`src/rtl/sarsa_q_table_update_macros.svh`:
```
// Assertion macros shared by the SARSA value-table update block.
`ifndef SARSA_Q_TABLE_UPDATE_MACROS_SVH
`define SARSA_Q_TABLE_UPDATE_MACROS_SVH

// A property that must hold at every clock edge outside reset.
`define SQTU_ASSERT(label, prop, msg) \
   label: assert property (@(posedge clock) disable iff (reset) (prop)) else $error(msg);

// When cond holds, prop must hold at the following clock edge.
`define SQTU_ASSERT_NEXT(label, cond, prop, msg) \
   label: assert property (@(posedge clock) disable iff (reset) (cond) |=> (prop)) else $error(msg);

`endif

```
`src/rtl/sqtu_pkg.sv`:
```
// Shared constants, types and helper functions of the SARSA value-table update block.
package sqtu_pkg;

   // Coarse grid geometry.
   localparam int COARSE_SIDE = 5;
   localparam int CELLS       = COARSE_SIDE * COARSE_SIDE;
   localparam int DEPTH       = CELLS * CELLS;
   localparam int ADDR_W      = $clog2(DEPTH);
   localparam int CELL_W      = $clog2(CELLS);
   localparam int CSIDE_W     = $clog2(COARSE_SIDE);

   // Field widths.
   localparam int FINE_W     = 12;
   localparam int VALUE_W    = 32;
   localparam int RATE_W     = 17;
   localparam int SIZE_W     = 7;
   localparam int OUT_CELL_W = 5;
   localparam int CSR_ADDR_W = 4;
   localparam int CSR_DATA_W = 32;

   // Divider step counter.
   localparam int DIV_CNT_W = $clog2(FINE_W + 1);

   // Reciprocal of COARSE_SIDE used to derive the scale factors.
   localparam int RECIP_SHIFT = 16;
   localparam int RECIP       = (2**RECIP_SHIFT + COARSE_SIDE - 1) / COARSE_SIDE;
   localparam int SCALE_PROD_W = 24;

   // Arithmetic widths.
   localparam int MUL_A_W    = 33;
   localparam int MUL_W      = MUL_A_W + RATE_W + 1;
   localparam int TARGET_W   = 34;
   localparam int DIFF_W     = 35;
   localparam int SPLIT_W    = 17;
   localparam int LO_PROD_W  = 34;
   localparam int HI_PROD_W  = 36;
   localparam int FULL_W     = HI_PROD_W + SPLIT_W;
   localparam int ROUND_W    = FULL_W - 16;
   localparam int NV_W       = ROUND_W + 1;

   // Register reset values.
   localparam logic [RATE_W-1:0] LEARN_RATE_RST  = 17'd6554;
   localparam logic [RATE_W-1:0] DISCOUNT_RST    = 17'd58982;
   localparam logic [SIZE_W-1:0] FINE_WIDTH_RST  = 7'd25;
   localparam logic [SIZE_W-1:0] FINE_HEIGHT_RST = 7'd25;

   // Register indexes.
   localparam logic [1:0] REG_LEARN_RATE  = 2'd0;
   localparam logic [1:0] REG_DISCOUNT    = 2'd1;
   localparam logic [1:0] REG_FINE_WIDTH  = 2'd2;
   localparam logic [1:0] REG_FINE_HEIGHT = 2'd3;

   // Positions of the four fine cells of one transaction.
   localparam logic [1:0] CELL_STATE       = 2'd0;
   localparam logic [1:0] CELL_ACTION      = 2'd1;
   localparam logic [1:0] CELL_NEXT_STATE  = 2'd2;
   localparam logic [1:0] CELL_NEXT_ACTION = 2'd3;

   // Multiplier operand selection.
   typedef logic [1:0] mul_sel_type;
   localparam mul_sel_type MUL_SEL_NEXT = 2'd0;
   localparam mul_sel_type MUL_SEL_LO   = 2'd1;
   localparam mul_sel_type MUL_SEL_HI   = 2'd2;

   typedef struct packed {
      logic [RATE_W-1:0] learn_rate;
      logic [RATE_W-1:0] discount;
      logic [SIZE_W-1:0] fine_width;
      logic [SIZE_W-1:0] fine_height;
   } cfg_type;

   typedef struct packed {
      logic        clr_step;
      logic        req_load;
      logic        div_load;
      logic        div_step;
      logic        cell_store;
      logic [1:0]  cell_idx;
      logic        rd_here;
      logic        mul_en;
      mul_sel_type mul_sel;
      logic        target_en;
      logic        diff_en;
      logic        sum_en;
      logic        commit;
   } cmd_type;

   typedef struct packed {
      logic clr_last;
      logic div_done;
   } status_type;

   // Low bits of a coarse cell as shown on the result channel.
   function automatic logic [OUT_CELL_W-1:0] out_cell(input logic [CELL_W-1:0] c);
      logic [31:0] wide;
      wide = 32'(c);
      return wide[OUT_CELL_W-1:0];
   endfunction

endpackage

```
`src/rtl/sqtu_ctrl.sv`:
```
// Controller state machine that sequences the clearing pass and each update.
module sqtu_ctrl (
   input  logic                 clock,
   input  logic                 reset,
   input  logic                 req_valid,
   output logic                 req_ready,
   output logic                 rsp_valid,
   input  logic                 rsp_ready,
   input  sqtu_pkg::status_type status,
   output sqtu_pkg::cmd_type    cmd
);

   localparam logic [3:0] ST_CLEAR    = 4'd0;
   localparam logic [3:0] ST_IDLE     = 4'd1;
   localparam logic [3:0] ST_DIV_LOAD = 4'd2;
   localparam logic [3:0] ST_DIV_RUN  = 4'd3;
   localparam logic [3:0] ST_CELL     = 4'd4;
   localparam logic [3:0] ST_RD_NEXT  = 4'd5;
   localparam logic [3:0] ST_RD_HERE  = 4'd6;
   localparam logic [3:0] ST_TARGET   = 4'd7;
   localparam logic [3:0] ST_DIFF     = 4'd8;
   localparam logic [3:0] ST_MUL_LO   = 4'd9;
   localparam logic [3:0] ST_MUL_HI   = 4'd10;
   localparam logic [3:0] ST_SUM      = 4'd11;
   localparam logic [3:0] ST_FINISH   = 4'd12;

   logic [3:0] state_ff, state_in;
   logic [1:0] idx_ff, idx_in;
   logic       rsp_valid_ff, rsp_valid_in;
   logic       out_free;

   assign out_free = !rsp_valid_ff || rsp_ready;

   always_comb begin
      state_in     = state_ff;
      idx_in       = idx_ff;
      cmd          = '0;
      cmd.cell_idx = idx_ff;
      cmd.mul_sel  = sqtu_pkg::MUL_SEL_NEXT;
      req_ready    = 1'b0;
      case (state_ff)
         ST_CLEAR: begin
            cmd.clr_step = 1'b1;
            if (status.clr_last) begin
               state_in = ST_IDLE;
            end
         end
         ST_IDLE: begin
            req_ready = 1'b1;
            if (req_valid) begin
               cmd.req_load = 1'b1;
               idx_in       = sqtu_pkg::CELL_STATE;
               state_in     = ST_DIV_LOAD;
            end
         end
         ST_DIV_LOAD: begin
            cmd.div_load = 1'b1;
            state_in     = ST_DIV_RUN;
         end
         ST_DIV_RUN: begin
            if (status.div_done) begin
               state_in = ST_CELL;
            end else begin
               cmd.div_step = 1'b1;
            end
         end
         ST_CELL: begin
            cmd.cell_store = 1'b1;
            if (idx_ff == sqtu_pkg::CELL_NEXT_ACTION) begin
               state_in = ST_RD_NEXT;
            end else begin
               idx_in   = idx_ff + 2'd1;
               state_in = ST_DIV_LOAD;
            end
         end
         ST_RD_NEXT: begin
            state_in = ST_RD_HERE;
         end
         ST_RD_HERE: begin
            cmd.rd_here = 1'b1;
            cmd.mul_en  = 1'b1;
            cmd.mul_sel = sqtu_pkg::MUL_SEL_NEXT;
            state_in    = ST_TARGET;
         end
         ST_TARGET: begin
            cmd.target_en = 1'b1;
            state_in      = ST_DIFF;
         end
         ST_DIFF: begin
            cmd.diff_en = 1'b1;
            state_in    = ST_MUL_LO;
         end
         ST_MUL_LO: begin
            cmd.mul_en  = 1'b1;
            cmd.mul_sel = sqtu_pkg::MUL_SEL_LO;
            state_in    = ST_MUL_HI;
         end
         ST_MUL_HI: begin
            cmd.mul_en  = 1'b1;
            cmd.mul_sel = sqtu_pkg::MUL_SEL_HI;
            state_in    = ST_SUM;
         end
         ST_SUM: begin
            cmd.sum_en = 1'b1;
            state_in   = ST_FINISH;
         end
         ST_FINISH: begin
            if (out_free) begin
               cmd.commit = 1'b1;
               state_in   = ST_IDLE;
            end
         end
         default: begin
            state_in = ST_IDLE;
         end
      endcase

      if (cmd.commit) begin
         rsp_valid_in = 1'b1;
      end else if (rsp_ready) begin
         rsp_valid_in = 1'b0;
      end else begin
         rsp_valid_in = rsp_valid_ff;
      end
   end

   always_ff @(posedge clock) begin
      if (reset) begin
         state_ff     <= ST_CLEAR;
         idx_ff       <= sqtu_pkg::CELL_STATE;
         rsp_valid_ff <= 1'b0;
      end else begin
         state_ff     <= state_in;
         idx_ff       <= idx_in;
         rsp_valid_ff <= rsp_valid_in;
      end
   end

   assign rsp_valid = rsp_valid_ff;

endmodule

```
`config.mk`:
```
export PLATFORM = sky130hd
export DESIGN_NAME = sqtu_ctrl
export DESIGN_NICKNAME = d
export VERILOG_FILES = /design/src/rtl/sarsa_q_table_update_macros.svh /design/src/rtl/sqtu_pkg.sv /design/src/rtl/sqtu_ctrl.sv
export SDC_FILE = /design/constraint.sdc
export NUM_CORES = 1
export LEC_CHECK = 0
export ABC_CLOCK_PERIOD_IN_PS = 1800
export BUFFER_PORTS_ARGS = -buffer_cell sky130_fd_sc_hd__clkbuf_2
export CELL_PAD_IN_SITES_DETAIL_PLACEMENT = 2
export CELL_PAD_IN_SITES_GLOBAL_PLACEMENT = 2
export CORE_MARGIN = 1.5
export CORE_UTILIZATION = 26
export CTS_BUF_LIST = sky130_fd_sc_hd__clkbuf_8 sky130_fd_sc_hd__clkbuf_16
export DETAILED_ROUTE_END_ITERATION = 8
export PLACE_DENSITY_LB_ADDON = 0.1
export SYNTH_ARGS = -nofsm -noshare
export SYNTH_HDL_FRONTEND = slang
export SYNTH_SLANG_ARGS = --single-unit
```
`constraint.sdc`:
```
create_clock -name clock -period 1.8 [get_ports clock]
set_input_delay 0.09 -clock clock [delete_from_list [all_inputs] [get_ports clock]]
set_output_delay 0.09 -clock clock [all_outputs]
set_load 0.01 [all_outputs]
```
# == Word level (Yosys, flattened, before mapping) ==
# Index checks and enable logic that the tools add are counted.
# totals
ff_bits,7
inputBits,6
output_inout_bits,17
word_cells,55
# classes
add_sub_neg,1
n_eq_ne,18
mux,26
n_reduce_logical,7
# ops
cell,count
case mux 4 bit (13 select lines),1
equality test 4 bit (second input constant),5
equality test 4 x 3 -> 1 bit (second input constant),4
two-way mux 1 bit,16
two-way mux 4 bit,4
inequality test 2 bit (second input constant),5
case mux 3 bit (3 select lines),1
equality test 4 x 2 -> 1 bit (second input constant),2
equality test 4 x 1 -> 1 bit (second input constant),1
zero test 4 bit,1
two-way mux 2 bit,2
case mux 2 bit (2 select lines),1
AND reduction 4 bit,1
nonzero test 2 bit,2
two-way mux 3 bit,1
AND reduction 3 bit,1
adder 2 x 1 -> 2 bit (second input constant),1
equality test 2 bit (second input constant),1
zero test 1 bit,1
logical OR 1 bit,1

# == Logic depth before layout (Yosys ltp) ==
# logic_depth
depth_word,5
depth_mapped,7
depth_no_buf,6

# == Least setup slack after synthesis ==
# No wires, ideal clock.
# synth_path
path_kind,register -> register
start,reg state_ff[2]
end,reg state_ff[1]
setup_ps,96
t_arrival_ps,1457
t_required_ps,1704
slack_ps,247
path_stages_with_launch,7
n_path_buf,1
synth_period_minus_slack_ps,1553
path_cell_list,dfxtp_1 > inv_1 > ha_1 > clkbuf_1 > nor3b_1 > or2b_1 > o41ai_2
# synth_via
elab_chain_len,3
word_cells_on_any_way,19
cone_classes,eq/ne (16); mux (1); reduce/logical (2)
# synth_lines
item,line_no,rtl
from (decl),sqtu_ctrl.sv:27,"logic [3:0] state_ff, state_in;"
from (signal assigned),sqtu_ctrl.sv:133,state_ff <= state_in;
"equality test 4 bit, or another cell as far along",sqtu_ctrl.sv:41,case (state_ff)
inequality test 2 bit (no source line),-,
AND reduction 4 bit (no source line),-,
# Parallel ways exist; a longest one is shown, timed or not.
# A chain may end at the register's enable or synchronous reset.

==> flow_summary.yaml <==
grt:
  grt_max_degree: 11
  first_global_vias: 654
  antenna_found_initial: 0
  grt.overflow.total: 0
  grt_pass1_wl_um: 2973
  grt_usage: 0.1486
route:
  antenna_left: 0
  drt-initial-drc-count: 6
  via_count: 630
  wire_per_inst_um: 13.95
  wirelength_um: 1785
  drt_pass1_iterations: 2
  drc: 0
  via_per_inst: 4.922
worst_setup_path:
  end_kind: "output port"
  critPathMaxFanout: 8
  startpoint_type: "flip-flop"
  crit_family: "simple AND/OR/NAND/NOR gates"
  crit_type: "flip-flop to output port"
  cp.required_ns: 1.71
  cp.arrival_ns: 1.57
  r2r_slack_ns: 0.17
  critPathSlowestCell: "dfxtp_1"
  max_stage_delay_ns: 0.39
  crit_path_cell_trace: "inv_1, ha_2, and2_1, or3_1, clkbuf_2"
  critPathBufInv: 2
cts:
  clock_latency_ns: 0.23
  cts_tree: "built"
  postCtsSetupBuffers: 0
  cts_buffers: 3
  cts-root-buf: "clkbuf_8"
  clk_pin_slew_ns: 0.04
  ctsHoldBuffers: 0
  ctsResizeCount: 0
  cts.sinks: 7
  htreeDepth: 1
  clockBufferDepth: 2
power_and_ir_drop:
  power.total_uw: 469.4
  p_per_area_nw_per_um2: 573.7
  power_frac_comb: 0.185
  intPower_uw: 346.6
  p_switching_uw: 122.8
  p_sw_frac: 0.2617
  p_leak_uw: 0.0003732
  ir_worst_vdd_mv: 0.6707
  share_seq_of_total_power: 0.355
  power_frac_clock: 0.460
synthesis:
  synth.avg_cell_area_um2: 8.325
  yosysSeqAreaShare: 0.2244
  synth-seq-cells: 7
  synth_edf_count: 0
  syn_nets: 86
  synth_cell_types: 37
  async_flop_share: 0
  syn_area_um2: 624.3
  syn-instance-count: 75
  synth-main-ff-cell: "dfxtp_1"
  ys_warn_count: 0
sta:
  finalCritPeriodShare: 0.9229
  setup_tns_ns: 0
  slew_headroom: 0.7091
  fmax_mhz: 602.0
  fin_skew_ns: 0.002864
  rsz0062_at_grt: "no"
  slew_violations: 0
  finalHoldViolCount: 0
  setup_viol: 0
  post-route-min-period_ns: 1.661
  tightestPinTransition_ns: 0.4309
job:
  maxCapViolations: 0
final_layout:
  ff_latch_area_um2: 140.1
  drive_gt1_frac: 0.3800
  fin_util: 0.3664
  final_net_count: 112
  syn_to_final_growth_pct: 31.06
  fill_cells: 273
  fin_area_um2: 818.3
  multi_input_area_um2: 442.9
  antenna_cells: 0
die:
  boundaryPins: 23
  num_rows: 17
  fp.dieH_um: 52.01
  dieArea_um2: 2705
  core_um2: 2233
  start_util: 0.2796
  die_x_um: 52.01
place:
  dp_hpwl_um: 1410
  numPortBuffers: 22
  post_dp_cell_area_um2: 768.2
  gp_congestion: 0.7421
status:
  status: "completed"
hold_path:
  hold_class: "primary input to flip-flop"
[flip-flops by register name (all words and copies together), names as in the netlist]
signal     cells
rsp_valid      1
idx_ff         2
state_ff       4
[layout make-up]
cell class / instances / share of cell area
clock buffers: 3 / 0.05046
repair buffers: 26 / 0.1713
well taps: 28 / 0.04281
flip-flops and latches: 7 / 0.1713
clock inverters: 1 / 0.004587
multi-input cells: 59 / 0.5413
inverters: 4 / 0.01835
[final timing paths]
path / startpoint / cells after the start / to
max reg2reg: state_ff[2] / 7 / state_ff[3]
min reg2reg: state_ff[2] / 2 / state_ff[2]
min: reset / 2 / rsp_valid
max: state_ff[2] / 5 / cmd[6]
[cells by family (layout without fill, tap and decap cells)]
| logic type | after synthesis | after routing | synth area share |
|---|---|---|---|
| flip-flops | 7 | 7 | 0.2244 |
| buffers and inverters | 9 | 34 | 0.07413 |
| AND/OR/NAND/NOR | 36 | 36 | 0.3627 |
| AO/OA/AOI/OAI | 14 | 14 | 0.1723 |
| adder cells (fa/ha/maj) | 5 | 5 | 0.1002 |
| multiplexers | 4 | 4 | 0.06613 |
[power groups by stage]
| stage | Combinational [uW] | Clock (uW) | Sequential (uW) |
|---|---|---|---|
| 2_1_floorplan | 61.0 | 0 | 164 |
| 3_3_place_gp | 88.5 | 0 | 170 |
| 3_5_place_dp | 88.3 | 0 | 170 |
| 4_1_cts | 88.7 | 224 | 167 |
| 5_1_grt | 97.4 | 235 | 167 |
| 6_report | 86.7 | 216 | 167 |
[synthesized netlist by cell type, types with 2 or more instances]
| cell type | instances | area (um^2) |
|---|---|---|
| a211oi_1 | 2 | 15.01 |
| a21oi_1 | 3 | 15.01 |
| and2_1 | 5 | 31.28 |
| and3_1 | 2 | 12.51 |
| dfxtp_1 | 7 | 140.1 |
| ha_1 | 5 | 62.56 |
| inv_1 | 3 | 11.26 |
| mux2i_1 | 3 | 30.03 |
| nand2_1 | 2 | 7.510 |
| nor2_1 | 10 | 37.54 |
| nor2b_1 | 2 | 12.51 |
| nor3_1 | 2 | 10.01 |
| nor3b_1 | 4 | 30.03 |
| o21a_1 | 2 | 15.01 |
[stage by stage]
step	hold WS, ns	setup WS, ns	instances
6_report	0.2067	0.1389	128
5_1_grt	0.2271	0.02783	128
4_1_cts	0.2047	0.04785	128
3_5_place_dp	0.4398	0.1639	124
3_3_place_gp	0.4372	0.1847	124
2_1_floorplan	0.2348	0.2472	75
[per-layer routing]
| metal | global-route usage | routed length [um] | vias up |
|---|---|---|---|
| met2 | 0.2574 | 864 | 15 |
| met3 | 0.05172 | 78 | 0 |
| met4 | 0 | 0 | 0 |
| met5 | 0 | 0 | - |
| li1 | - | - | 314 |
| met1 | 0.1877 | 841 | 301 |
[cell usage in the layout (no fill, tap or decap), drive strengths merged]
master	count
ha	5
nand2b	2
nand2	3
nor2b	2
dfxtp	7
a22oi	1
nor3	2
inv	5
mux2	1
a21oi	3
mux2i	3
o41ai	1
and2	5
o21a	2
buf	4
or2b	1
or3	1
o21ai	2
a31oi	1
o21bai	1
and4b	1
o311ai	1
a211oi	2
nor2	10
clkbuf	25
nor4b	2
and3	3
nor3b	4
Power figures use the tool's default switching activity.
