**src/rtl/sarsa_q_table_update_macros.svh**
```systemverilog
// Assertion macros shared by the SARSA value-table update block.
`ifndef SARSA_Q_TABLE_UPDATE_MACROS_SVH
`define SARSA_Q_TABLE_UPDATE_MACROS_SVH

// A property that must hold at every clock edge outside reset.
`define SQTU_ASSERT(label, prop, msg) \
   label: assert property (@(posedge clock) disable iff (reset) (prop)) else $error(msg);

// When cond holds, prop must hold at the following clock edge.
`define SQTU_ASSERT_NEXT(label, cond, prop, msg) \
   label: assert property (@(posedge clock) disable iff (reset) (cond) |=> (prop)) else $error(msg);

`endif

```
**src/rtl/sqtu_pkg.sv**
```systemverilog
// Shared constants, types and helper functions of the SARSA value-table update block.
package sqtu_pkg;

   // Coarse grid geometry.
   localparam int COARSE_SIDE = 5;
   localparam int CELLS       = COARSE_SIDE * COARSE_SIDE;
   localparam int DEPTH       = CELLS * CELLS;
   localparam int ADDR_W      = $clog2(DEPTH);
   localparam int CELL_W      = $clog2(CELLS);
   localparam int CSIDE_W     = $clog2(COARSE_SIDE);

   // Field widths.
   localparam int FINE_W     = 12;
   localparam int VALUE_W    = 32;
   localparam int RATE_W     = 17;
   localparam int SIZE_W     = 7;
   localparam int OUT_CELL_W = 5;
   localparam int CSR_ADDR_W = 4;
   localparam int CSR_DATA_W = 32;

   // Divider step counter.
   localparam int DIV_CNT_W = $clog2(FINE_W + 1);

   // Reciprocal of COARSE_SIDE used to derive the scale factors.
   localparam int RECIP_SHIFT = 16;
   localparam int RECIP       = (2**RECIP_SHIFT + COARSE_SIDE - 1) / COARSE_SIDE;
   localparam int SCALE_PROD_W = 24;

   // Arithmetic widths.
   localparam int MUL_A_W    = 33;
   localparam int MUL_W      = MUL_A_W + RATE_W + 1;
   localparam int TARGET_W   = 34;
   localparam int DIFF_W     = 35;
   localparam int SPLIT_W    = 17;
   localparam int LO_PROD_W  = 34;
   localparam int HI_PROD_W  = 36;
   localparam int FULL_W     = HI_PROD_W + SPLIT_W;
   localparam int ROUND_W    = FULL_W - 16;
   localparam int NV_W       = ROUND_W + 1;

   // Register reset values.
   localparam logic [RATE_W-1:0] LEARN_RATE_RST  = 17'd6554;
   localparam logic [RATE_W-1:0] DISCOUNT_RST    = 17'd58982;
   localparam logic [SIZE_W-1:0] FINE_WIDTH_RST  = 7'd25;
   localparam logic [SIZE_W-1:0] FINE_HEIGHT_RST = 7'd25;

   // Register indexes.
   localparam logic [1:0] REG_LEARN_RATE  = 2'd0;
   localparam logic [1:0] REG_DISCOUNT    = 2'd1;
   localparam logic [1:0] REG_FINE_WIDTH  = 2'd2;
   localparam logic [1:0] REG_FINE_HEIGHT = 2'd3;

   // Positions of the four fine cells of one transaction.
   localparam logic [1:0] CELL_STATE       = 2'd0;
   localparam logic [1:0] CELL_ACTION      = 2'd1;
   localparam logic [1:0] CELL_NEXT_STATE  = 2'd2;
   localparam logic [1:0] CELL_NEXT_ACTION = 2'd3;

   // Multiplier operand selection.
   typedef logic [1:0] mul_sel_type;
   localparam mul_sel_type MUL_SEL_NEXT = 2'd0;
   localparam mul_sel_type MUL_SEL_LO   = 2'd1;
   localparam mul_sel_type MUL_SEL_HI   = 2'd2;

   typedef struct packed {
      logic [RATE_W-1:0] learn_rate;
      logic [RATE_W-1:0] discount;
      logic [SIZE_W-1:0] fine_width;
      logic [SIZE_W-1:0] fine_height;
   } cfg_type;

   typedef struct packed {
      logic        clr_step;
      logic        req_load;
      logic        div_load;
      logic        div_step;
      logic        cell_store;
      logic [1:0]  cell_idx;
      logic        rd_here;
      logic        mul_en;
      mul_sel_type mul_sel;
      logic        target_en;
      logic        diff_en;
      logic        sum_en;
      logic        commit;
   } cmd_type;

   typedef struct packed {
      logic clr_last;
      logic div_done;
   } status_type;

   // Low bits of a coarse cell as shown on the result channel.
   function automatic logic [OUT_CELL_W-1:0] out_cell(input logic [CELL_W-1:0] c);
      logic [31:0] wide;
      wide = 32'(c);
      return wide[OUT_CELL_W-1:0];
   endfunction

endpackage

```
**src/rtl/sqtu_dp.sv**
```systemverilog
// Datapath: fine-index divider, coarse mapping, shared multiplier and result register.
module sqtu_dp (
   input  logic                                  clock,
   input  logic                                  reset,
   input  sqtu_pkg::cfg_type                     cfg,
   input  sqtu_pkg::cmd_type                     cmd,
   output sqtu_pkg::status_type                  status,
   input  logic [sqtu_pkg::FINE_W-1:0]           req_state_cell,
   input  logic [sqtu_pkg::FINE_W-1:0]           req_action_cell,
   input  logic [sqtu_pkg::FINE_W-1:0]           req_next_state_cell,
   input  logic [sqtu_pkg::FINE_W-1:0]           req_next_action_cell,
   input  logic signed [sqtu_pkg::VALUE_W-1:0]   req_reward_value,
   output logic                                  ram_we,
   output logic [sqtu_pkg::ADDR_W-1:0]           ram_waddr,
   output logic [sqtu_pkg::VALUE_W-1:0]          ram_wdata,
   output logic [sqtu_pkg::ADDR_W-1:0]           ram_raddr,
   input  logic [sqtu_pkg::VALUE_W-1:0]          ram_rdata,
   output logic signed [sqtu_pkg::VALUE_W-1:0]   rsp_updated_value,
   output logic [sqtu_pkg::OUT_CELL_W-1:0]       rsp_coarse_state,
   output logic [sqtu_pkg::OUT_CELL_W-1:0]       rsp_coarse_action
);

   // Latched transaction.
   logic [sqtu_pkg::FINE_W-1:0]         fine_ff [4];
   logic signed [sqtu_pkg::VALUE_W-1:0] reward_ff;

   // Scale factors derived from the grid registers.
   logic [sqtu_pkg::SIZE_W-1:0]       fw_eff_ff, sw_ff, sh_ff;
   logic [sqtu_pkg::SCALE_PROD_W-1:0] sw_prod, sh_prod;
   logic [sqtu_pkg::SIZE_W-1:0]       sw_raw, sh_raw;

   // Restoring divider, one quotient bit per step.
   logic [sqtu_pkg::FINE_W-1:0]    quo_ff;
   logic [sqtu_pkg::SIZE_W-1:0]    rem_ff;
   logic [sqtu_pkg::DIV_CNT_W-1:0] div_cnt_ff;
   logic [sqtu_pkg::SIZE_W:0]      trial, trial_sub;
   logic                           trial_ge;

   // Coarse mapping.
   logic [sqtu_pkg::CSIDE_W-1:0] row_c, col_c;
   logic [15:0]                  row_thr, col_thr;
   logic [sqtu_pkg::CELL_W-1:0]  cell_val;
   logic [sqtu_pkg::CELL_W-1:0]  cell_ff [4];
   logic [sqtu_pkg::ADDR_W-1:0]  here_addr, there_addr;

   // Clearing pass.
   logic [sqtu_pkg::ADDR_W-1:0] clr_cnt_ff;

   // Arithmetic.
   logic signed [sqtu_pkg::MUL_A_W-1:0]  mul_a;
   logic [sqtu_pkg::RATE_W-1:0]          mul_b;
   logic signed [sqtu_pkg::MUL_W-1:0]    mul_prod, mul_ff, rnd_next;
   logic signed [sqtu_pkg::VALUE_W-1:0]  predict_ff;
   logic signed [sqtu_pkg::DIFF_W-1:0]   target_wide;
   logic signed [sqtu_pkg::TARGET_W-1:0] target_ff;
   logic signed [sqtu_pkg::DIFF_W-1:0]   diff_in, diff_ff;
   logic [sqtu_pkg::LO_PROD_W-1:0]       lo_ff;
   logic signed [sqtu_pkg::FULL_W-1:0]   full;
   logic signed [sqtu_pkg::ROUND_W-1:0]  round_ff;
   logic signed [sqtu_pkg::NV_W-1:0]     nv;
   logic [sqtu_pkg::VALUE_W-1:0]         nv_sat;

   // Result register.
   logic [sqtu_pkg::VALUE_W-1:0]    out_value_ff;
   logic [sqtu_pkg::OUT_CELL_W-1:0] out_state_ff, out_action_ff;

   always_comb begin
      sw_prod = sqtu_pkg::SCALE_PROD_W'(cfg.fine_width)
              * sqtu_pkg::SCALE_PROD_W'(sqtu_pkg::RECIP);
      sh_prod = sqtu_pkg::SCALE_PROD_W'(cfg.fine_height)
              * sqtu_pkg::SCALE_PROD_W'(sqtu_pkg::RECIP);
      sw_raw  = sw_prod[sqtu_pkg::RECIP_SHIFT +: sqtu_pkg::SIZE_W];
      sh_raw  = sh_prod[sqtu_pkg::RECIP_SHIFT +: sqtu_pkg::SIZE_W];
   end

   always_comb begin
      trial     = {rem_ff, quo_ff[sqtu_pkg::FINE_W-1]};
      trial_sub = trial - {1'b0, fw_eff_ff};
      trial_ge  = trial >= {1'b0, fw_eff_ff};
   end

   // Row and column scaled down by counting the thresholds they reach,
   // which also saturates them at the last coarse row or column.
   always_comb begin
      row_c   = '0;
      col_c   = '0;
      row_thr = '0;
      col_thr = '0;
      for (int k = 1; k < sqtu_pkg::COARSE_SIDE; k++) begin
         row_thr = 16'(k) * {9'b0, sh_ff};
         col_thr = 16'(k) * {9'b0, sw_ff};
         if ({4'b0, quo_ff} >= row_thr) begin
            row_c = sqtu_pkg::CSIDE_W'(k);
         end
         if ({9'b0, rem_ff} >= col_thr) begin
            col_c = sqtu_pkg::CSIDE_W'(k);
         end
      end
      cell_val = sqtu_pkg::CELL_W'(32'(row_c) * sqtu_pkg::COARSE_SIDE + 32'(col_c));
   end

   always_comb begin
      here_addr  = sqtu_pkg::ADDR_W'(32'(cell_ff[sqtu_pkg::CELL_STATE]) * sqtu_pkg::CELLS
                 + 32'(cell_ff[sqtu_pkg::CELL_ACTION]));
      there_addr = sqtu_pkg::ADDR_W'(32'(cell_ff[sqtu_pkg::CELL_NEXT_STATE]) * sqtu_pkg::CELLS
                 + 32'(cell_ff[sqtu_pkg::CELL_NEXT_ACTION]));
   end

   always_comb begin
      case (cmd.mul_sel)
         sqtu_pkg::MUL_SEL_NEXT: begin
            mul_a = {ram_rdata[sqtu_pkg::VALUE_W-1], ram_rdata};
            mul_b = cfg.discount;
         end
         sqtu_pkg::MUL_SEL_LO: begin
            mul_a = {16'b0, diff_ff[sqtu_pkg::SPLIT_W-1:0]};
            mul_b = cfg.learn_rate;
         end
         sqtu_pkg::MUL_SEL_HI: begin
            mul_a = {{15{diff_ff[sqtu_pkg::DIFF_W-1]}},
                     diff_ff[sqtu_pkg::DIFF_W-1:sqtu_pkg::SPLIT_W]};
            mul_b = cfg.learn_rate;
         end
         default: begin
            mul_a = '0;
            mul_b = '0;
         end
      endcase
      mul_prod = mul_a * $signed({1'b0, mul_b});
   end

   always_comb begin
      // Products are brought back from Q.32 to Q.16 by adding one half and flooring.
      rnd_next    = mul_ff + 51'sd32768;
      target_wide = $signed(rnd_next[sqtu_pkg::MUL_W-1:16])
                  + $signed({{3{reward_ff[sqtu_pkg::VALUE_W-1]}}, reward_ff});
      diff_in     = $signed({target_ff[sqtu_pkg::TARGET_W-1], target_ff})
                  - $signed({{3{predict_ff[sqtu_pkg::VALUE_W-1]}}, predict_ff});
      full        = $signed({mul_ff[sqtu_pkg::HI_PROD_W-1:0], 17'b0})
                  + $signed({19'b0, lo_ff})
                  + 53'sd32768;
      nv          = $signed({round_ff[sqtu_pkg::ROUND_W-1], round_ff})
                  + $signed({{6{predict_ff[sqtu_pkg::VALUE_W-1]}}, predict_ff});
      if ((&nv[sqtu_pkg::NV_W-1:31]) || !(|nv[sqtu_pkg::NV_W-1:31])) begin
         nv_sat = nv[sqtu_pkg::VALUE_W-1:0];
      end else if (nv[sqtu_pkg::NV_W-1]) begin
         nv_sat = 32'h8000_0000;
      end else begin
         nv_sat = 32'h7FFF_FFFF;
      end
   end

   always_comb begin
      ram_we    = cmd.clr_step || cmd.commit;
      ram_waddr = cmd.clr_step ? clr_cnt_ff : here_addr;
      ram_wdata = cmd.clr_step ? '0 : nv_sat;
      ram_raddr = cmd.rd_here ? here_addr : there_addr;
   end

   assign status.clr_last = clr_cnt_ff == sqtu_pkg::ADDR_W'(sqtu_pkg::DEPTH - 1);
   assign status.div_done = div_cnt_ff == sqtu_pkg::DIV_CNT_W'(sqtu_pkg::FINE_W);

   always_ff @(posedge clock) begin
      if (reset) begin
         clr_cnt_ff <= '0;
         div_cnt_ff <= '0;
      end else begin
         if (cmd.clr_step) begin
            clr_cnt_ff <= clr_cnt_ff + sqtu_pkg::ADDR_W'(1);
         end
         if (cmd.div_load) begin
            div_cnt_ff <= '0;
         end else if (cmd.div_step) begin
            div_cnt_ff <= div_cnt_ff + sqtu_pkg::DIV_CNT_W'(1);
         end
      end
   end

   always_ff @(posedge clock) begin
      fw_eff_ff <= (cfg.fine_width == '0) ? sqtu_pkg::SIZE_W'(1) : cfg.fine_width;
      sw_ff     <= (sw_raw == '0) ? sqtu_pkg::SIZE_W'(1) : sw_raw;
      sh_ff     <= (sh_raw == '0) ? sqtu_pkg::SIZE_W'(1) : sh_raw;

      if (cmd.req_load) begin
         fine_ff[sqtu_pkg::CELL_STATE]       <= req_state_cell;
         fine_ff[sqtu_pkg::CELL_ACTION]      <= req_action_cell;
         fine_ff[sqtu_pkg::CELL_NEXT_STATE]  <= req_next_state_cell;
         fine_ff[sqtu_pkg::CELL_NEXT_ACTION] <= req_next_action_cell;
         reward_ff                           <= req_reward_value;
      end

      if (cmd.div_load) begin
         quo_ff <= fine_ff[cmd.cell_idx];
         rem_ff <= '0;
      end else if (cmd.div_step) begin
         quo_ff <= {quo_ff[sqtu_pkg::FINE_W-2:0], trial_ge};
         rem_ff <= trial_ge ? trial_sub[sqtu_pkg::SIZE_W-1:0] : trial[sqtu_pkg::SIZE_W-1:0];
      end

      if (cmd.cell_store) begin
         cell_ff[cmd.cell_idx] <= cell_val;
      end

      if (cmd.mul_en) begin
         mul_ff <= mul_prod;
      end
      if (cmd.mul_en && (cmd.mul_sel == sqtu_pkg::MUL_SEL_HI)) begin
         lo_ff <= mul_ff[sqtu_pkg::LO_PROD_W-1:0];
      end
      if (cmd.target_en) begin
         predict_ff <= ram_rdata;
         target_ff  <= target_wide[sqtu_pkg::TARGET_W-1:0];
      end
      if (cmd.diff_en) begin
         diff_ff <= diff_in;
      end
      if (cmd.sum_en) begin
         round_ff <= full[sqtu_pkg::FULL_W-1:16];
      end

      if (cmd.commit) begin
         out_value_ff  <= nv_sat;
         out_state_ff  <= sqtu_pkg::out_cell(cell_ff[sqtu_pkg::CELL_STATE]);
         out_action_ff <= sqtu_pkg::out_cell(cell_ff[sqtu_pkg::CELL_ACTION]);
      end
   end

   assign rsp_updated_value = out_value_ff;
   assign rsp_coarse_state  = out_state_ff;
   assign rsp_coarse_action = out_action_ff;

endmodule

```
**config.mk**
```make
export PLATFORM = sky130hd
export DESIGN_NAME = sqtu_dp
export DESIGN_NICKNAME = d
export VERILOG_FILES = /design/src/rtl/sarsa_q_table_update_macros.svh /design/src/rtl/sqtu_pkg.sv /design/src/rtl/sqtu_dp.sv
export SDC_FILE = /design/constraint.sdc
export NUM_CORES = 2
export LEC_CHECK = 0
export ABC_AREA = 1
export BUFFER_PORTS_ARGS = -buffer_cell sky130_fd_sc_hd__buf_2
export CAP_MARGIN = 40
export CORE_MARGIN = 3
export CORE_UTILIZATION = 35
export CTS_CLUSTER_SIZE = 16
export DETAILED_ROUTE_END_ITERATION = 8
export PLACE_DENSITY_LB_ADDON = 0.08
export SLEW_MARGIN = 20
export SYNTH_ARGS = -nofsm -noshare
export SYNTH_HDL_FRONTEND = slang
export SYNTH_SLANG_ARGS = --single-unit
export TNS_END_PERCENT = 30
```
**constraint.sdc**
```tcl
create_clock -name clock -period 10 [get_ports clock]
set_clock_uncertainty 0.1 [all_clocks]
set_input_delay 1.5 -clock clock [delete_from_list [all_inputs] [get_ports clock]]
set_output_delay 1.5 -clock clock [all_outputs]
set_load 0.01 [all_outputs]
```
# Yosys cells after proc, flatten, opt, wreduce, memory -nomap -nowiden
# Memories as Yosys holds them, arrays and structs flattened.
# Index checks and enable logic that the tools add are counted.
dict set report totals {
  ff_bits 346
  ramBits 68
  input_bits 177
  word_cells 87
  n_memories 2
}
dict set report op_classes {
  add_sub_neg 12
  mul 8
  n_lt_le_gt_ge 9
  eq_ne 4
  muxes 22
  reduce_logical 13
}
# memory words word_bits rd rd_ports_with_merged_regs write_ports line_no
set memory_table {}
lappend memory_table {fine_ff 4 12 1 0 4 sqtu_dp.sv:24} ;# logic [sqtu_pkg::FINE_W-1:0] fine_ff [4];
lappend memory_table {cell_ff 4 5 4 0 1 sqtu_dp.sv:43} ;# logic [sqtu_pkg::CELL_W-1:0] cell_ff [4];
# op n
set ops {}
lappend ops {{33-bit one-hot mux with 3 select lines} 1}
lappend ops {{32-bit 2-to-1 mux} 3}
lappend ops {{53-bit by 17-bit adder with 53-bit output, second input constant} 1}
lappend ops {{53-bit by 35-bit adder with 53-bit output} 1}
lappend ops {{50-bit by 17-bit adder with 50-bit output, second input constant} 1}
lappend ops {{33-bit by 18-bit multiplier with 50-bit output} 1}
lappend ops {{37-bit by 32-bit adder with 38-bit output} 1}
lappend ops {{7-bit by 12-bit multiplier with 19-bit output, second input constant} 2}
lappend ops {{34-bit by 32-bit subtractor with 35-bit output} 1}
lappend ops {{34-bit by 32-bit adder with 34-bit output} 1}
lappend ops {{17-bit one-hot mux with 2 select lines} 1}
lappend ops {{12-bit by 7-bit greater-or-equal comparator with 1-bit output} 2}
lappend ops {{12-bit 2-to-1 mux} 2}
lappend ops {{7-bit zero test} 3}
lappend ops {{10-bit by 5-bit adder with 10-bit output} 2}
lappend ops {{5-bit by 5-bit multiplier with 10-bit output, second input constant} 2}
lappend ops {{10-bit 2-to-1 mux} 2}
lappend ops {{3-bit 2-to-1 mux} 6}
lappend ops {{7-bit greater-or-equal comparator} 2}
lappend ops {{2-bit by 5-bit multiplier with 7-bit output, first input constant} 2}
lappend ops {{12-bit by 5-bit greater-or-equal comparator with 1-bit output} 1}
lappend ops {{12-bit by 6-bit greater-or-equal comparator with 1-bit output} 1}
lappend ops {{10-bit by 1-bit adder with 10-bit output, second input constant} 1}
lappend ops {{10-bit == test, second input constant} 1}
lappend ops {{other kinds (20)} 27}

# Logic depth before layout (Yosys ltp)
dict set report logic_depth {
  ltp_word 7
  mapped_depth 34
  mapped_depth_nobuf 32
}

# Worst setup path after synthesis
# Ideal clock, no wire load.
dict set report synth_timing {
  path_type {input port to flip-flop}
  startpoint {input cmd[4] in the netlist's numbering}
  endpoint {register mul_ff[49] in the netlist's numbering, data pin}
  setup_time_ns 0.260
  t_arrival_ns 7.848
  slack_ns 1.792
  cell_stages 27
  n_path_buf 2
  cell_sequence {inv_1 > ha_1 > clkbuf_1 > clkbuf_1 > a22o_1 > nand2_1 > nor2_1 > inv_1 > fa_1 > inv_1 > fa_1 > fa_1 > fa_1 > fa_1 > inv_1 > fa_1 > inv_1 > ha_1 > nand2_1 > nor2_1 > inv_1 > nor2_1 > inv_1 > o21ai_0 > nand2_1 > nand3_1 > xor2_1}
}
dict set report synth_between {
  elab_chain_len 4
}
# element line_no
set synth_rtl {}
lappend synth_rtl {{start, declared} sqtu_dp.sv:6} ;# input sqtu_pkg::cmd_type cmd,
lappend synth_rtl {{2-bit == test or 2-bit by 1-bit == test with 1-bit output (tied branches)} sqtu_dp.sv:110} ;# case (cmd.mul_sel)
lappend synth_rtl {{2-bit OR reduction (no line)} -}
lappend synth_rtl {{17-bit one-hot mux with 2 select lines} sqtu_dp.sv:110}
lappend synth_rtl {{33-bit by 18-bit multiplier with 50-bit output *} sqtu_dp.sv:129} ;# mul_prod = mul_a * $signed({1'b0, mul_b});
lappend synth_rtl {{net mul_prod, one bit} sqtu_dp.sv:52} ;# logic signed [sqtu_pkg::MUL_W-1:0] mul_prod, mul_ff, rnd_next;
lappend synth_rtl {{end signal, assigned} sqtu_dp.sv:205} ;# mul_ff <= mul_prod;
lappend synth_rtl {{end, declared} sqtu_dp.sv:52}
# Mark *: on every way through the listed nets, which the timed path passes. The rest lies on a longest branch.
# A chain may end at the register's enable or synchronous reset.

# Final worst setup path
dict set report layout_timing {
  startpoint {input cmd[5] in the netlist's numbering}
  endpoint {register mul_ff[49] in the netlist's numbering, data pin}
}
# Same word-level chain as after synthesis.

==> summary.txt <==
Setup path
  • CP bufs+invs: 7
  • Slowest stage delay, CP: 670 ps
  • Most frequent CP cell: fa_1
  • Arrival @ worst endpoint: 9570 ps
  • CP delay by family, top: adder cells
  • Reg-to-Reg Start: diff_ff[34]
  • CP max-delay cell: inv_2
  • Reg2reg end: mul_ff[47]
  • FF-to-FF setup slack: 2450 ps
  • Crit-path max FO: 25
  • Worst R2R Path Depth: 24
  • Critical path endpoint category: register
  • Crit start category: input port
  • Critical path class: input port to register
  • CP Data Required Time: 10250 ps

Drt
  • Vias per inst: 4.838
  • Wire per inst: 20.32 um
  • Number of DRC markers in iteration 0: 2268
  • DRC viols: 0
  • Detailed Routing Iterations Pass 1: 6
  • DRT antenna net count: 0
  • Final WL: 153000 um
  • Via Count: 36428

Clock tree
  • H-tree Lvls: 2
  • Post-CTS setup buffers: 0
  • Hold_buf cts: 0
  • CTS Buffer Depth: 3
  • Clk slew on worst S/H paths: 60 ps
  • Clk sink count: 399
  • # resized after CTS: 0
  • CTS Root Cell: clkbuf_16
  • Total CTS buffers: 44
  • Latest clock arrival within the worst-skew pair: 610 ps
  • TritonCTS clock tree: yes

Outcome
  • Status: finished, final reports clean

Floorplanning
  • Initial Util: 0.3542
  • Row count: 133
  • Boundary Pins: 274
  • Core Box Area: 132100 um2
  • Die Area: 138100 um2
  • Die Height: 371.7 um
  • DIE WIDTH: 371.7 um

Timing
  • Worst-margin pin slew: 837.5 ps
  • Endpoints failing setup: 0
  • Final Hold Viols: 0
  • Final min period: 9322 ps
  • Fin crit share: 0.9322
  • Slew headroom: 0.4417
  • RSZ-0062 raised after global routing: false
  • Setup TNS: 0 ps
  • Final slew viol count: 0
  • Fmax: 107.3 MHz

Placed design
  • PortBufs: 273
  • Placed instance count: 7445
  • HPWL Detailed: 130500 um
  • GP Congestion: 0.8996

Global routing
  • Initial antenna violation count: 22
  • First-pass GRT wire length: 230700 um
  • Largest net degree at the start of global routing: 54
  • Vias in the first global route: 37666
  • Total GRT Usage: 0.2219
  • Overflow after GRT: 0

Cells and area
  • Layout Cells excl Fill: 7529
  • Nets: 6927
  • Fraction of layout cells with a size suffix above 1: 0.09305
  • Area growth, synth to finish: 10.96%

Pwr
  • Peak supply drop: 0.0001722 V
  • Pwr/cell area: 291.6 nW/um2
  • Leak: 25.16 nW

Synthesis
  • Post-synth EDFFs: 361
  • Mapped Cells: 5441
  • Warning count from the yosys run: 0
  • Ys async rst share: 0
  • Synth unique cells: 59
  • #FFs+latches synth: 399
  • Syn_nets: 6630
  • Predominant post-synthesis flop cell: edfxtp_1
  • Average cell area after synthesis: 8.602 um2
  • Seq/Total Area, Yosys: 0.2479
  • Post-Syn Area: 46800 um2

Worst hold path
  • Hold EP: div_cnt_ff[3]
  • Hold Crit Class: register to register
  • WHS Path Cells: 1
  • Hold Crit Start: div_cnt_ff[3]

Job
  • Max-Cap Viols: 0
Yosys cell counts (4+ instances only):
library cell	number	share of area
xor2_1	156	0.029
nand2_2	55	0.0074
inv_2	6	0.00048
a211oi_1	4	0.00064
o21ai_0	170	0.018
dfxtp_1	38	0.016
o31ai_1	5	0.00080
o22ai_1	7	0.00094
nand3_1	105	0.011
nor2_1	607	0.049
nand2_4	4	0.00096
ha_1	458	0.12
edfxtp_1	361	0.23
a21oi_1	268	0.029
nand4_1	25	0.0033
nor4_1	20	0.0027
a22o_1	17	0.0032
clkbuf_1	83	0.0067
and2_1	5	0.00067
o21bai_1	14	0.0022
nor2_2	40	0.0053
a31oi_1	20	0.0027
o21ai_1	5	0.00053
a41oi_1	7	0.0013
a21boi_0	13	0.0021
o211ai_1	12	0.0019
a21o_1	18	0.0029
buf_1	10	0.00080
xnor2_1	90	0.017
inv_1	1139	0.091
nor3_1	48	0.0051
clkinv_1	19	0.0015
nand3_2	4	0.00086
nand2_1	970	0.078
a22oi_1	11	0.0018
or2_2	5	0.00067
and3_1	5	0.00067
o21a_1	27	0.0043
fa_1	554	0.24
stage by stage:
stage	hold slack (ps)	instance area (um2)	setup slack [ps]	power, mW	util
after floorplan	321.6	46800	1792	10.12	-
after global placement	338.9	50470	49.31	13.68	0.3820
after detailed placement	337.8	50520	78.04	13.64	0.3823
after CTS	347.8	51890	753.6	15.33	0.3927
after global routing	379.4	51930	329.4	16.71	0.3930
final	351.0	51930	678.0	15.14	0.3930
area by class of cell:
cell class / instances / area (um2)
inverters: 1164 / 4369
clock inverters: 22 / 210.2
flip-flops and latches: 399 / 11600
multi-input cells: 3778 / 30390
clock buffers: 57 / 1160
well taps: 1755 / 2196
repair buffers: 351 / 1999
fillers: 13778 / 80200
diodes: 3 / 7.507
worst max path at each step:
stage | cells after the start | slack [ps] | endpoint | start
after floorplan | 27 | 1790 | mul_ff[49] | cmd[4]
after global placement | 27 | 50 | mul_ff[44] | cmd[5]
after detailed placement | 29 | 80 | mul_ff[49] | cmd[5]
after CTS | 29 | 750 | mul_ff[49] | cmd[5]
after global routing | 27 | 330 | mul_ff[44] | cmd[5]
final | 29 | 680 | mul_ff[49] | cmd[5]
power by group:
group	internal (mW)	switching, mW	leakage (nW)
Clock	0.879	0.707	0.665
Sequential	2.72	0.397	3.82
Combinational	3.65	6.79	20.7
state kept, by name (all words and copies together) (netlist names), 32 cells and up:
name	flops
fine_ff	48
round_ff	37
target_ff	34
diff_ff	35
predict_ff	32
mul_ff	50
reward_ff	32
rsp_updated_value	32
layout by cell type (no fill, tap or decap), types with 38 or more instances in the layout:
| cell type | synthesis | routed |
|---|---|---|
| a21oi_1 | 268 | 268 |
| buf_2 | 0 | 272 |
| buf_4 | 0 | 75 |
| clkbuf_16 | 0 | 44 |
| dfxtp_1 | 38 | 38 |
| edfxtp_1 | 361 | 361 |
| fa_1 | 554 | 554 |
| ha_1 | 458 | 457 |
| inv_1 | 1139 | 1139 |
| nand2_1 | 970 | 970 |
| nand2_2 | 55 | 55 |
| nand3_1 | 105 | 105 |
| nor2_1 | 607 | 607 |
| nor2_2 | 40 | 40 |
| nor3_1 | 48 | 48 |
| o21ai_0 | 170 | 170 |
| xnor2_1 | 90 | 90 |
| xor2_1 | 156 | 156 |
cell families (layout without fill, tap and decap cells):
group / after synthesis / after routing / share of synthesized area
other: 0 / 3 / 0
buffers and inverters: 1264 / 1594 / 0.1029
xor gates and xnor gates: 246 / 246 / 0.04604
adders and majority gates: 1012 / 1012 / 0.3594
and+or+nand+nor: 1909 / 1909 / 0.1691
AOI/OAI and AO/OA: 611 / 611 / 0.07462
DFF: 399 / 399 / 0.2479
per-layer routing:
metal | up-vias | wire length (um) | track usage
met5 | - | 0 | 0
met2 | 890 | 73890 | 0.3807
met4 | 0 | 4528 | 0.05927
met3 | 187 | 7289 | 0.02320
met1 | 17744 | 67310 | 0.2976
li1 | 17607 | - | -
(Power assumes the default switching activity.)
